**src/design/dhkv_pkg.sv**
```systemverilog
package dhkv_pkg;

   localparam int LOG2_SLOTS = 10;
   localparam int SLOT_W     = LOG2_SLOTS;
   localparam int SLOT_DEPTH = 1 << LOG2_SLOTS;

   localparam int KEY_W   = 32;
   localparam int VALUE_W = 32;
   localparam int SIZE_W  = 4;
   localparam int COUNT_W = 11;
   localparam int CSR_W   = COUNT_W;

   localparam logic [KEY_W-1:0]  KEY_EMPTY    = 32'hffff_ffff;
   localparam logic [KEY_W-1:0]  KEY_RESERVED = 32'hffff_fffe;
   localparam logic [31:0]       HASH_MUL     = 32'h9e37_79b1;
   localparam logic [SLOT_W-1:0] HASH_LO      = HASH_MUL[SLOT_W-1:0];

   localparam logic [SIZE_W-1:0]  SIZE_LOG2_RESET   = 4'd10;
   localparam logic [COUNT_W-1:0] ENTRY_LIMIT_RESET = 11'd768;

   localparam logic CSR_SIZE_LOG2   = 1'b0;
   localparam logic CSR_ENTRY_LIMIT = 1'b1;

   localparam logic [1:0] OP_LOOKUP = 2'd0;
   localparam logic [1:0] OP_PUT    = 2'd1;
   localparam logic [1:0] OP_CLEAR  = 2'd2;

   localparam logic [1:0] STATUS_OK       = 2'd0;
   localparam logic [1:0] STATUS_FULL     = 2'd1;
   localparam logic [1:0] STATUS_RESERVED = 2'd2;

   typedef struct packed {
      logic [1:0]         operation;
      logic [KEY_W-1:0]   key;
      logic [VALUE_W-1:0] value_in;
   } req_type;

   typedef struct packed {
      logic               found;
      logic [VALUE_W-1:0] value_out;
      logic [1:0]         status;
   } rsp_type;

   typedef enum logic [2:0] {
      RSP_NONE     = 3'd0,
      RSP_RESERVED = 3'd1,
      RSP_HIT      = 3'd2,
      RSP_MISS     = 3'd3,
      RSP_FULL     = 3'd4
   } rsp_kind_type;

   typedef struct packed {
      logic         load_req;
      logic         clear_start;
      logic         clear_wr;
      logic         probe_rd;
      logic         advance;
      logic         write_key;
      logic         write_val;
      logic         count_inc;
      logic         load_rsp;
      rsp_kind_type rsp_kind;
   } cmd_type;

   typedef struct packed {
      logic [1:0] req_op;
      logic       req_reserved;
      logic       hit;
      logic       empty;
      logic       last_probe;
      logic       room;
      logic       clear_last;
      logic       rsp_busy;
   } stat_type;

endpackage

```
**src/design/dhkv_ctrl.sv**
```systemverilog
module dhkv_ctrl (
   input  logic                clock,
   input  logic                reset,
   input  logic                req_valid,
   output logic                req_stall,
   input  dhkv_pkg::stat_type  stat,
   output dhkv_pkg::cmd_type   cmd
);

   typedef enum logic [4:0] {
      S_IDLE  = 5'b00001,
      S_READ  = 5'b00010,
      S_CHECK = 5'b00100,
      S_CLEAR = 5'b01000,
      S_RESP  = 5'b10000
   } state_type;

   state_type              state_ff, state_in;
   logic                   reply_ff, reply_in;
   logic                   is_put_ff, is_put_in;
   dhkv_pkg::rsp_kind_type kind_ff, kind_in;

   assign req_stall = (state_ff != S_IDLE);

   always_comb begin
      state_in  = state_ff;
      reply_in  = reply_ff;
      is_put_in = is_put_ff;
      kind_in   = kind_ff;
      cmd       = '0;
      cmd.rsp_kind = kind_ff;
      case (state_ff)
         S_IDLE: begin
            if (req_valid) begin
               cmd.load_req = 1'b1;
               is_put_in    = (stat.req_op == dhkv_pkg::OP_PUT);
               case (stat.req_op)
                  dhkv_pkg::OP_CLEAR: begin
                     cmd.clear_start = 1'b1;
                     reply_in        = 1'b1;
                     state_in        = S_CLEAR;
                  end
                  dhkv_pkg::OP_LOOKUP, dhkv_pkg::OP_PUT: begin
                     if (stat.req_reserved) begin
                        kind_in  = dhkv_pkg::RSP_RESERVED;
                        state_in = S_RESP;
                     end else begin
                        state_in = S_READ;
                     end
                  end
                  default: begin
                     kind_in  = dhkv_pkg::RSP_NONE;
                     state_in = S_RESP;
                  end
               endcase
            end
         end
         S_READ: begin
            cmd.probe_rd = 1'b1;
            state_in     = S_CHECK;
         end
         S_CHECK: begin
            if (stat.hit) begin
               kind_in       = dhkv_pkg::RSP_HIT;
               cmd.write_val = is_put_ff;
               state_in      = S_RESP;
            end else if (stat.empty) begin
               state_in = S_RESP;
               if (!is_put_ff) begin
                  kind_in = dhkv_pkg::RSP_MISS;
               end else if (stat.room) begin
                  kind_in       = dhkv_pkg::RSP_MISS;
                  cmd.write_key = 1'b1;
                  cmd.write_val = 1'b1;
                  cmd.count_inc = 1'b1;
               end else begin
                  kind_in = dhkv_pkg::RSP_FULL;
               end
            end else if (stat.last_probe) begin
               kind_in  = is_put_ff ? dhkv_pkg::RSP_FULL : dhkv_pkg::RSP_MISS;
               state_in = S_RESP;
            end else begin
               cmd.advance = 1'b1;
               state_in    = S_READ;
            end
         end
         S_CLEAR: begin
            cmd.clear_wr = 1'b1;
            if (stat.clear_last) begin
               kind_in  = dhkv_pkg::RSP_NONE;
               state_in = reply_ff ? S_RESP : S_IDLE;
               reply_in = 1'b0;
            end
         end
         S_RESP: begin
            if (!stat.rsp_busy) begin
               cmd.load_rsp = 1'b1;
               state_in     = S_IDLE;
            end
         end
         default: begin
            state_in = S_IDLE;
         end
      endcase
   end

   always_ff @(posedge clock) begin
      if (reset) begin
         state_ff  <= S_CLEAR;
         reply_ff  <= 1'b0;
         is_put_ff <= 1'b0;
         kind_ff   <= dhkv_pkg::RSP_NONE;
      end else begin
         state_ff  <= state_in;
         reply_ff  <= reply_in;
         is_put_ff <= is_put_in;
         kind_ff   <= kind_in;
      end
   end

endmodule

```
**config.mk**
```make
export PLATFORM = sky130hd
export DESIGN_NAME = dhkv_ctrl
export DESIGN_NICKNAME = d
export VERILOG_FILES = /design/src/design/dhkv_pkg.sv /design/src/design/dhkv_ctrl.sv
export SDC_FILE = /design/constraint.sdc
export NUM_CORES = 1
export LEC_CHECK = 0
export BUFFER_PORTS_ARGS = -buffer_cell sky130_fd_sc_hd__buf_2
export CORE_ASPECT_RATIO = 0.9
export CORE_UTILIZATION = 48
export CTS_CLUSTER_SIZE = 20
export DETAILED_ROUTE_END_ITERATION = 8
export PLACE_DENSITY = 0.79
export SYNTH_ARGS = -nofsm -noshare
export SYNTH_HDL_FRONTEND = slang
export SYNTH_SLANG_ARGS = --single-unit
```
**constraint.sdc**
```tcl
create_clock -name clock -period 1.9 [get_ports clock]
set_clock_uncertainty 0.1 [all_clocks]
set_input_delay 0.38 -clock clock [delete_from_list [all_inputs] [get_ports clock]]
set_output_delay 0.38 -clock clock [all_outputs]
set_load 0.01 [all_outputs]
```
==> flow_summary.rst, run 1 <==
.. list-table::
   :header-rows: 1

   * - Metric
     - Value
   * - Wirelength, routed
     - 2080 um
   * - Worst-margin pin slew
     - 0.435 ns
   * - Routed vias/inst
     - 5.78
   * - CP endpoint kind
     - primary output
   * - Path type of the worst setup path
     - flip-flop to primary output
   * - Max frequency
     - 489 MHz
   * - Maximum level of the CTS H-tree
     - 1
   * - Input/output buffers
     - 24
   * - Result of the run
     - complete, but fails checks
   * - Portion of the post-synthesis area used by sequential elements
     - 26.5%
   * - Kind of launch point of the worst setup path
     - flip-flop
   * - Worst path bufs/invs
     - 1
   * - Number of synthesized flops with an enable pin
     - 0
   * - Number of ports placed on the die boundary
     - 25
   * - CTS tree
     - yes
   * - Die height
     - 39.6 um
   * - Filler Cell Count
     - 109
   * - Violations in the final reports
     - DRC, setup timing
   * - Worst vdd ir
     - 552 uV
   * - Routed WL per cell
     - 14.7 um
   * - Via count of the first global-routing pass
     - 728
   * - All-Layer GR Usage
     - 25.6%
   * - Clk Latency, worst-skew pair
     - 0.27 ns
   * - Post-synth ARST share
     - 0%
   * - Worst path max stage delay
     - 0.35 ns
   * - Routed Antenna Nets
     - 0
   * - CP Data Required Time
     - 1.42 ns
   * - Clk slew on worst S/H paths
     - 0.07 ns
   * - Max-slew headroom
     - 70.6%
   * - Core box area
     - 1460 um2
   * - Count of nets after finishing
     - 140
   * - Highest-delay cell along the critical path
     - dfxtp_2
   * - Worst-path fanout max
     - 6
   * - Area after DPL
     - 926 um2
   * - Hold-fix buffer count after cts
     - 0
   * - Number of hold violations in the final report
     - 0
   * - Std cell rows
     - 13
   * - Length of the first detailed-routing pass in iterations
     - 6
   * - Pin count of the biggest net entering global routing
     - 11
   * - Post-route cell area
     - 1080 um2
   * - Kind of cell with the highest combined delay on the critical path
     - simple AND/OR/NAND/NOR gates
   * - Post-synthesis cell type count
     - 41
   * - Fraction of final layout cells sized beyond drive strength 1
     - 55.9%
   * - Initial detailed-routing violation count
     - 14
   * - Gate Count Post-Synth
     - 90
   * - Clk buf depth
     - 2
   * - Synthesis Warnings
     - 0
   * - Final RePlAce weighted congestion
     - 0.913
   * - Data arrival time of the critical path
     - 1.57 ns
   * - Area overhead of the layout relative to synthesis
     - 42.5%
   * - Hold crit path type
     - primary input to flip-flop
   * - Detailed-placement wirelength estimate
     - 1450 um
   * - Cell breakdown of the critical path
     - or2_2 > or3_1 > nor4_1 > buf_2
   * - Effective utilization at floorplan
     - 51.6%
   * - Max cap viols
     - 0
   * - Die Area
     - 1740 um2
   * - Via Count
     - 821
   * - Flip-flop and latch count after synthesis
     - 10
   * - Final Max Tran Viols
     - 0
   * - Final Cycle Share
     - 108%
   * - TNS Setup
     - -0.280 ns
   * - Worst path setup slack after routing
     - -0.146 ns
   * - Antenna diode count
     - 0
   * - Leak Pwr
     - 0.000469 uW
   * - Pwr/cell area
     - 664 nW/um2
   * - Global-route wire length before repair
     - 3080 um
   * - Area of the mapped netlist
     - 756 um2
   * - Library cell used as clock root buffer
     - clkbuf_4
   * - Largest cells by area after synthesis
     - dfxtp_1, nand2b_1, nor3_1
   * - Syn_nets
     - 102
   * - Number of buffers created by CTS
     - 3
   * - Die width
     - 43.8 um
   * - Number of antenna violations at the first check in global routing
     - 0
   * - Share of the synthesized area in the top cell type
     - 26.5%
   * - Endpoints failing setup
     - 4
   * - Minimum clock period
     - 2.05 ns
   * - Total congestion overflow
     - 0
   * - Mean area per synthesized cell
     - 8.40 um2
   * - Cell type with the largest total area after synthesis
     - dfxtp_1
   * - Unrepaired setup endpoints after global routing
     - yes
   * - Pre-CTS setup slack
     - 0.0728 ns
   * - Residual DRC count
     - 2
   * - Prevailing post-synth register cell
     - dfxtp_1
   * - Number of sinks handled by clock tree synthesis
     - 10
path summary, 6_finish.rpt:
kind	start	to	slack, ns	cells past startpoint
worst max-delay path	state_ff[3]	cmd[7]	-0.15	4
worst min-delay path	stat[1]	reply_ff	0.25	2
worst max register to register	state_ff[2]	kind_ff[1]	0.02	5
worst min register to register	kind_ff[2]	kind_ff[2]	0.38	2
layer usage:
layer	wire [um]	share of wire, %	GRT usage [%]	up-vias
met3	82	3.9	3.69	6
met1	980	47	30.6	377
met2	983	47	44.8	26
met4	38	1.8	13.3	0
li1	-	-	-	412
met5	0	0	0	-
logic make-up (layout without fill, tap and decap cells):
family	Yosys count	count (layout)	share of synthesized area (%)
compound gates	19	19	21.2
xor+xnor	1	1	1.16
buf+inv	11	48	8.28
flops	10	10	26.5
mux	4	4	6.13
simple gates	45	45	36.8
worst register-to-register path, stage by stage (launching register included):
cell and delay, ns:
dfxtp_4 0.36, buf_6 0.11, or3_4 0.43, a211o_1 0.28, and4_4 0.21, mux2_4 0.29
cells in the final DEF (no fill, tap or decap), drive strengths merged, types with 2 or more instances in the layout:
master,count
or2,2
a21oi,5
nand2b,5
or3b,3
a211oi,2
nand3b,2
inv,5
nor2b,2
clkbuf,4
nand4,2
nand3,3
a221oi,2
mux2i,2
dfxtp,10
or3,2
buf,39
o221ai,2
mux2,2
nor2,7
nor3,6
nor3b,3
nand2,4
cell type report:
class	instances	area, um2	share of cell area (%)
clock buffers	4	36.3	3.37
inverters	5	18.8	1.74
multi-input cells	69	536	49.7
flip-flops and latches	10	211	19.6
well taps	15	18.8	1.74
repair buffers	39	256	23.8
stage by stage:
stage / hold slack (ns) / util (%) / total power, uW / cells
after floorplan: 0.354 / - / 396 / 90
after global placement: 0.347 / 63.2 / 464 / 133
after detailed placement: 0.371 / 63.2 / 471 / 133
after CTS: 0.247 / 70.1 / 677 / 140
after global routing: 0.251 / 73.6 / 741 / 142
final: 0.245 / 73.6 / 716 / 142
synth_stat cells (2+ instances only):
| library cell | instances |
|---|---|
| inv_1 | 5 |
| nor2_1 | 7 |
| nand3b_1 | 2 |
| or3b_2 | 2 |
| a211oi_1 | 2 |
| nor3b_1 | 3 |
| nor3_1 | 6 |
| a21oi_1 | 5 |
| nand4_1 | 2 |
| nor2b_1 | 2 |
| mux2i_1 | 2 |
| buf_6 | 2 |
| nand2b_1 | 5 |
| or2_2 | 2 |
| a221oi_2 | 2 |
| nand2_1 | 4 |
| nand3_1 | 3 |
| buf_2 | 2 |
| dfxtp_1 | 10 |
state kept, by name, indices dropped and copies added (netlist names):
signal,count
state_ff,5
is_put_ff,1
reply_ff,1
kind_ff,3
what timing repair did:
action / CTS / global route
resized for setup: 13 / 11
pin swaps: 3 / 6
setup endpoints to repair: 6 / 9
setup buffers: 3 / 2
hold endpoints to repair: 0 / 0
gates cloned: 0 / 0
power breakdown:
| group | leakage (uW) | internal, uW | switching (uW) |
|---|---|---|---|
| Sequential | 0.0000837 | 226 | 19.9 |
| Combinational | 0.000364 | 138 | 134 |
| Clock | 0.0000210 | 116 | 82.1 |
| Total | 0.000469 | 480 | 235 |
Note: power is estimated with default switching activity, not from simulation.
==> run 2: changes to the inputs <==
--- a/config.mk
+++ b/config.mk
@@ -7,10 +7,11 @@
 export LEC_CHECK = 0
 export BUFFER_PORTS_ARGS = -buffer_cell sky130_fd_sc_hd__buf_2
 export CORE_ASPECT_RATIO = 0.9
-export CORE_UTILIZATION = 48
+export CORE_UTILIZATION = 40
 export CTS_CLUSTER_SIZE = 20
 export DETAILED_ROUTE_END_ITERATION = 8
-export PLACE_DENSITY = 0.79
+export PLACE_DENSITY = 0.69
+export SKIP_CTS_REPAIR_TIMING = 1
 export SYNTH_ARGS = -nofsm -noshare
 export SYNTH_HDL_FRONTEND = slang
 export SYNTH_SLANG_ARGS = --single-unit
==> run 2 against run 1 <==
  * Worst hold slack gained 0.00065 ns
  * Worst setup slack improved by 0.014 ns
  * Clock power decreased by 27%
  * The flow finishes with violations (setup timing)
  * Sequential share of layout area shrank 0.26 points
  * Clock-buffer cell count fell by 1
==> flow_summary.rst, run 2 (same netlist as run 1, synthesis figures left out) <==
.. list-table::
   :header-rows: 1

   * - Metric
     - Value
   * - Worst path setup slack after routing
     - -0.132 ns (+0.0142 ns)
   * - Violations in the final reports
     - setup timing
   * - Input/output buffers
     - 24 (unchanged)
   * - Reg-to-Reg Start
     - state_ff[3]
   * - Number of sinks handled by clock tree synthesis
     - 10 (unchanged)
   * - CTS tree
     - yes
   * - Number of flip-flops under the largest register name
     - 5 (unchanged)
   * - Clock power share
     - 21.6% (-6.1 points)
   * - Detailed-placement wirelength estimate
     - 1410 um (-2.7%)
   * - Final total power
     - 676 uW (-5.5%)
   * - Final RePlAce weighted congestion
     - 0.836 (-8.5%)
   * - Final Cycle Share
     - 107% (-0.75 points)
   * - Most congested layer reported by global routing
     - met1
   * - Residual DRC count
     - 0 (-2)
   * - Sequential group share of total power
     - 35.7% (+1.3 points)
   * - Highest-delay cell along the critical path
     - dfxtp_4
   * - Final Max Tran Viols
     - 0 (unchanged)
   * - Pwr/cell area
     - 612 nW/um2 (-7.9%)
   * - Proportion of power drawn by combinational gates
     - 42.7% (+4.8 points)
   * - Clk slew on worst S/H paths
     - 0.06 ns (about the same)
   * - Post-route cell area
     - 1100 um2 (+2.6%)
   * - Die width
     - 47.8 um (+9.1%)
   * - Worst vdd ir
     - 415 uV (-25%)
   * - Fraction of final layout cells sized beyond drive strength 1
     - 58.5% (+2.6 points)
   * - Max cap viols
     - 0 (unchanged)
   * - Library cell used as clock root buffer
     - clkbuf_4
   * - Switching power share of the total
     - 33.5% (+0.59 points)
   * - GR met1 Demand/Resource
     - 31.3% (+0.75 points)
   * - CP Data Required Time
     - 1.42 ns (about the same)
   * - Cell depth of the worst min-delay path
     - 2 (unchanged)
   * - Area overhead of the layout relative to synthesis
     - 46.2%
   * - Count of nets after finishing
     - 144 (+2.9%)
   * - Worst path max stage delay
     - 0.36 ns (about the same)
   * - Total congestion overflow
     - 0 (unchanged)
   * - Clk Latency, worst-skew pair
     - 0.27 ns (about the same)
   * - Kind of launch point of the worst setup path
     - flip-flop
   * - Via Count
     - 828 (+0.85%)
   * - GR met3 Demand/Resource
     - 5.53% (+1.8 points)
   * - Path type of the worst setup path
     - flip-flop to primary output
   * - Pin count of the biggest net entering global routing
     - 11 (unchanged)
   * - Number of antenna violations at the first check in global routing
     - 0 (unchanged)
   * - Most frequent cells in the layout
     - buf_2, buf_4, a21oi_1, dfxtp_1
   * - Area after DPL
     - 930 um2 (+0.41%)
   * - TNS Setup
     - -0.341 ns (-0.0605 ns)
   * - Worst min-delay path endpoint
     - reply_ff
   * - Endpoints failing setup
     - 4 (unchanged)
   * - Routed vias/inst
     - 5.38 (-7.0%)
   * - Initial detailed-routing violation count
     - 14 (unchanged)
   * - Number of ports placed on the die boundary
     - 25 (unchanged)
   * - Cell breakdown of the critical path
     - or2_4 > or3_1 > nor4_1 > buf_2
   * - Minimum clock period
     - 2.03 ns (-0.0142 ns)
   * - Std cell rows
     - 14 (+1)
   * - Data arrival time of the critical path
     - 1.55 ns (-0.02 ns)
   * - Number of buffers created by CTS
     - 3 (unchanged)
   * - Antenna diode count
     - 0 (unchanged)
   * - Hold crit path type
     - primary input to flip-flop
   * - Regs by FF count
     - state_ff x5, kind_ff x3
   * - Met2 global-route usage
     - 25.1% (-20 points)
   * - Fin util
     - 64.4% (-9.2 points)
   * - FF-to-FF path depth
     - 5 (unchanged)
   * - Clk buf depth
     - 2 (unchanged)
   * - Max frequency
     - 492 MHz (+0.70%)
   * - Wirelength, routed
     - 2040 um (-1.9%)
   * - All-Layer GR Usage
     - 20.6% (-4.9 points)
   * - Result of the run
     - complete, but fails checks
   * - Global-route wire length before repair
     - 2870 um (-6.9%)
   * - Internal reg-to-reg setup slack
     - 0.07 ns (+0.05 ns)
   * - Die height
     - 43.2 um (+9.1%)
   * - Length of the first detailed-routing pass in iterations
     - 6 (unchanged)
   * - Routed WL per cell
     - 13.3 um (-9.6%)
   * - Register with the highest flop count
     - state_ff
   * - CP endpoint kind
     - primary output
   * - Total internal power
     - 450 uW (-6.3%)
   * - Number of hold violations in the final report
     - 0 (unchanged)
   * - Endpoint of the lowest-slack register-to-register path
     - kind_ff[1]
   * - Unrepaired setup endpoints after global routing
     - yes
   * - Leading cell type in the layout, fill and taps excluded
     - buf_2
   * - Max-slew headroom
     - 75.7% (+5.1 points)
   * - Maximum level of the CTS H-tree
     - 1 (unchanged)
   * - Effective utilization at floorplan
     - 44.0% (-7.6 points)
   * - Via count of the first global-routing pass
     - 640 (-12%)
   * - Leak Pwr
     - 0.000479 uW (+2.0%)
   * - Critical hold path startpoint
     - stat[1]
   * - Worst-path fanout max
     - 4 (-2)
   * - Worst-margin pin slew
     - 0.360 ns (-0.0755 ns)
   * - Core box area
     - 1720 um2 (+17%)
   * - Routed Antenna Nets
     - 0 (unchanged)
   * - Die Area
     - 2070 um2 (+19%)
   * - Pre-CTS setup slack
     - 0.0395 ns (-0.0333 ns)
   * - Switching pwr
     - 226 uW (-3.8%)
-- run 2: final cells by class --
class,count,area (um2)
fill,167,612
multi-input combinational,69,547
timing repair buffer,43,273
sequential,10,214
tap,24,30.0
clock buffer,3,22.5
inverter,5,18.8
-- run 2: worst max-delay path: cells and delay by family (launching register included) --
kind,cells,cell delay (ns)
flip-flops,1,0.36
buffers and inverters,1,0.17
AND/OR/NAND/NOR,3,0.76
-- run 2: layer usage --
layer	part of all wire [%]	vias up	routed length, um
li1	-	416	-
met1	51	379	1040
met2	42	28	859
met3	5.0	5	103
met4	2.0	0	40
met5	0	-	0
-- run 2: worst max-delay path by stage --
stage               slack [ns]    endpoint        start
floorplan                 0.01      cmd[6]  state_ff[3]
global placement          0.06  kind_ff[1]      stat[8]
detailed placement        0.04  kind_ff[1]      stat[8]
CTS                      -0.23     cmd[10]  state_ff[2]
global route             -0.20     cmd[10]  state_ff[3]
finish                   -0.13      cmd[7]  state_ff[3]
-- run 2: power groups by stage --
stage                     clock network [uW]  logic [uW]  registers, uW
after global placement                     0         216            247
final                                    146         289            242
after global routing                     161         311            243
after detailed placement                   0         222            247
after CTS                                146         223            242
after floorplan                            0         160            236
-- run 2: stage by stage --
step,hold slack [ns],instances
final,0.246,154
after detailed placement,0.355,141
after floorplan,0.354,90
after CTS,0.239,144
after global routing,0.235,154
after global placement,0.348,141
==> run 3: changes to the inputs <==
--- a/config.mk
+++ b/config.mk
@@ -5,12 +5,14 @@
 export SDC_FILE = /design/constraint.sdc
 export NUM_CORES = 1
 export LEC_CHECK = 0
+export ABC_CLOCK_PERIOD_IN_PS = 1900
 export BUFFER_PORTS_ARGS = -buffer_cell sky130_fd_sc_hd__buf_2
 export CORE_ASPECT_RATIO = 0.9
 export CORE_UTILIZATION = 40
 export CTS_CLUSTER_SIZE = 20
 export DETAILED_ROUTE_END_ITERATION = 8
 export PLACE_DENSITY = 0.69
+export RECOVER_POWER = 100
 export SKIP_CTS_REPAIR_TIMING = 1
 export SYNTH_ARGS = -nofsm -noshare
 export SYNTH_HDL_FRONTEND = slang
==> constraint.sdc (replaced) <==
create_clock -name clock -period 1.9 [get_ports clock]
set_clock_uncertainty 0.1 [all_clocks]
set_input_delay 0.19 -clock clock [delete_from_list [all_inputs] [get_ports clock]]
set_output_delay 0.19 -clock clock [all_outputs]
set_load 0.01 [all_outputs]
==> run 3 against run 2 <==
  * The flow now finishes without violations
  * Non-clock buffer count is 9 lower
  * Via count rose by 1.1%
  * Die area stayed put
  * First-iteration DRC count grew 140%
  * Clock-buffer cell count rose by 1
  * Sequential power rose by 2%
  * Register-to-register slack improved by 0.03 ns
  * Largest cell class unchanged
  * Clock power grew 34%
  * Cell area decreased by 6.6%
  * Total power rose by 4.6%
==> flow_summary.rst, run 3 (same netlist as run 1, synthesis figures left out) <==
.. list-table::
   :header-rows: 1

   * - Metric
     - Value
   * - Result of the run
     - finished, final reports clean
   * - Register with the highest flop count
     - state_ff
   * - Total congestion overflow
     - 0 (unchanged)
   * - Area overhead of the layout relative to synthesis
     - 36.6%
   * - Filler Cell Count
     - 155 (-7.2%)
   * - Post-route cell area
     - 1030 um2 (-6.6%)
   * - Maximum level of the CTS H-tree
     - 1 (unchanged)
   * - Fin util
     - 60.1% (-4.2 points)
   * - Unrepaired setup endpoints after global routing
     - yes
   * - Highest-delay cell along the critical path
     - dfxtp_4
   * - Number of antenna violations at the first check in global routing
     - 0 (unchanged)
   * - Regs by FF count
     - state_ff x5, kind_ff x3
   * - Final total power
     - 707 uW (+4.6%)
   * - Data arrival time of the critical path
     - 1.59 ns (+0.04 ns)
   * - Library cell used as clock root buffer
     - clkbuf_4
   * - Input/output buffers
     - 24 (unchanged)
   * - Leading cell type in the layout, fill and taps excluded
     - buf_2
   * - Clk buf depth
     - 2 (unchanged)
   * - GR met3 Demand/Resource
     - 4.68% (-0.85 points)
   * - Max-slew headroom
     - 73.1% (-2.6 points)
   * - Leak Pwr
     - 0.000433 uW (-9.6%)
   * - Met2 global-route usage
     - 28.9% (+3.8 points)
   * - Fraction of final layout cells sized beyond drive strength 1
     - 50.0% (-8.5 points)
   * - CP endpoint kind
     - primary output
   * - Residual DRC count
     - 0 (unchanged)
   * - Most congested layer reported by global routing
     - met2
   * - CP Data Required Time
     - 1.61 ns (+0.19 ns)
   * - Worst-path fanout max
     - 6 (+2)
   * - Minimum clock period
     - 1.88 ns (-0.151 ns)
   * - Number of ports placed on the die boundary
     - 25 (unchanged)
   * - Effective utilization at floorplan
     - 44.0% (unchanged)
   * - Most frequent cells in the layout
     - buf_2, buf_4, dfxtp_1
   * - Final Cycle Share
     - 99.0% (-8.0 points)
   * - Number of buffers created by CTS
     - 3 (unchanged)
   * - Die height
     - 43.2 um (unchanged)
   * - Worst vdd ir
     - 487 uV (+17%)
   * - Via count of the first global-routing pass
     - 668 (+4.4%)
   * - Worst path setup slack after routing
     - 0.0193 ns (+0.151 ns)
   * - Number of sinks handled by clock tree synthesis
     - 10 (unchanged)
   * - TNS Setup
     - 0 ns (+0.341 ns)
   * - Worst-margin pin slew
     - 0.399 ns (+0.0396 ns)
   * - Area after DPL
     - 877 um2 (-5.7%)
   * - Clk slew on worst S/H paths
     - 0.07 ns (about the same)
   * - GR met1 Demand/Resource
     - 28.7% (-2.7 points)
   * - Endpoints failing setup
     - 0 (-4)
   * - Std cell rows
     - 14 (unchanged)
   * - Path type of the worst setup path
     - flip-flop to primary output
   * - Cell breakdown of the critical path
     - or2_4 > or3_1 > nor4_1 > buf_2
   * - Core box area
     - 1720 um2 (unchanged)
   * - Count of nets after finishing
     - 135 (-6.3%)
   * - Number of flip-flops under the largest register name
     - 5 (unchanged)
   * - Initial detailed-routing violation count
     - 33 (+19)
   * - Routed WL per cell
     - 14.8 um (+12%)
   * - Max frequency
     - 532 MHz (+8.1%)
   * - Detailed-placement wirelength estimate
     - 1380 um (-2.3%)
   * - Worst path max stage delay
     - 0.37 ns (about the same)
   * - Number of hold violations in the final report
     - 0 (unchanged)
   * - Pre-CTS setup slack
     - 0.118 ns (+0.0784 ns)
   * - Via Count
     - 837 (+1.1%)
   * - Hold crit path type
     - primary input to flip-flop
   * - Max cap viols
     - 0 (unchanged)
   * - Pwr/cell area
     - 685 nW/um2 (+12%)
   * - CTS tree
     - yes
   * - Clk Latency, worst-skew pair
     - 0.26 ns (about the same)
   * - Final Max Tran Viols
     - 0 (unchanged)
   * - Pin count of the biggest net entering global routing
     - 12 (+1)
   * - Length of the first detailed-routing pass in iterations
     - 4 (-2)
   * - Routed vias/inst
     - 5.73 (+6.6%)
   * - Kind of launch point of the worst setup path
     - flip-flop
   * - Internal reg-to-reg setup slack
     - 0.10 ns (+0.03 ns)
   * - All-Layer GR Usage
     - 20.0% (-0.60 points)
   * - Routed Antenna Nets
     - 0 (unchanged)
   * - Die width
     - 47.8 um (unchanged)
   * - Final RePlAce weighted congestion
     - 0.842 (+0.73%)
   * - Antenna diode count
     - 0 (unchanged)
   * - Global-route wire length before repair
     - 2970 um (+3.6%)
   * - Die Area
     - 2070 um2 (unchanged)
   * - Wirelength, routed
     - 2160 um (+5.9%)
run 3: cell count changes in the layout (fill, tap and decap cells not counted), moves of 2 or more:
cell,previous run,this run
buf_4,18,8
nor2_1,3,5
buf_2,23,20
clkbuf_1,0,3
nor2_4,2,0
run 3: metal layers:
layer / vias up / share of wire, %
li1: 405 / -
met1: 382 / 47
met2: 44 / 44
met3: 6 / 7.6
met4: 0 / 1.7
met5: - / 0
run 3: cell type report:
| type | instances | area [um2] | area share, % |
|---|---|---|---|
| Clock buffer | 4 | 36.3 | 3.52 |
| Inverter | 5 | 18.8 | 1.82 |
| Multi-Input combinational cell | 69 | 531 | 51.4 |
| Sequential cell | 10 | 210 | 20.4 |
| Tap cell | 24 | 30.0 | 2.91 |
| Timing Repair Buffer | 34 | 206 | 20.0 |
run 3: metrics by stage:
step | instances | hold slack (ns)
2_1_floorplan | 90 | 0.179
3_3_place_gp | 134 | 0.342
3_5_place_dp | 134 | 0.336
4_1_cts | 138 | 0.0620
5_1_grt | 146 | 0.0642
6_report | 146 | 0.0775
run 3: path summary, 6_finish.rpt:
path,from,end,cells after the start
max,state_ff[3],cmd[7],4
min,stat[1],reply_ff,2
min reg2reg,kind_ff[2],kind_ff[2],2
max reg2reg,state_ff[1],kind_ff[1],4
run 3: worst max-delay path, delay by kind of cell (launching register included):
family / cells / cell delay, ns
flops: 1 / 0.37
buf+inv: 1 / 0.17
simple gates: 3 / 0.79
run 3: power breakdown:
| part | leakage, uW | switching, uW | internal (uW) | total, uW |
|---|---|---|---|---|
| clock network | 0.0000210 | 78.4 | 116 | 195 |
| logic | 0.000329 | 135 | 131 | 266 |
| registers | 0.0000833 | 19.5 | 227 | 247 |
| total | 0.000433 | 232 | 475 | 707 |
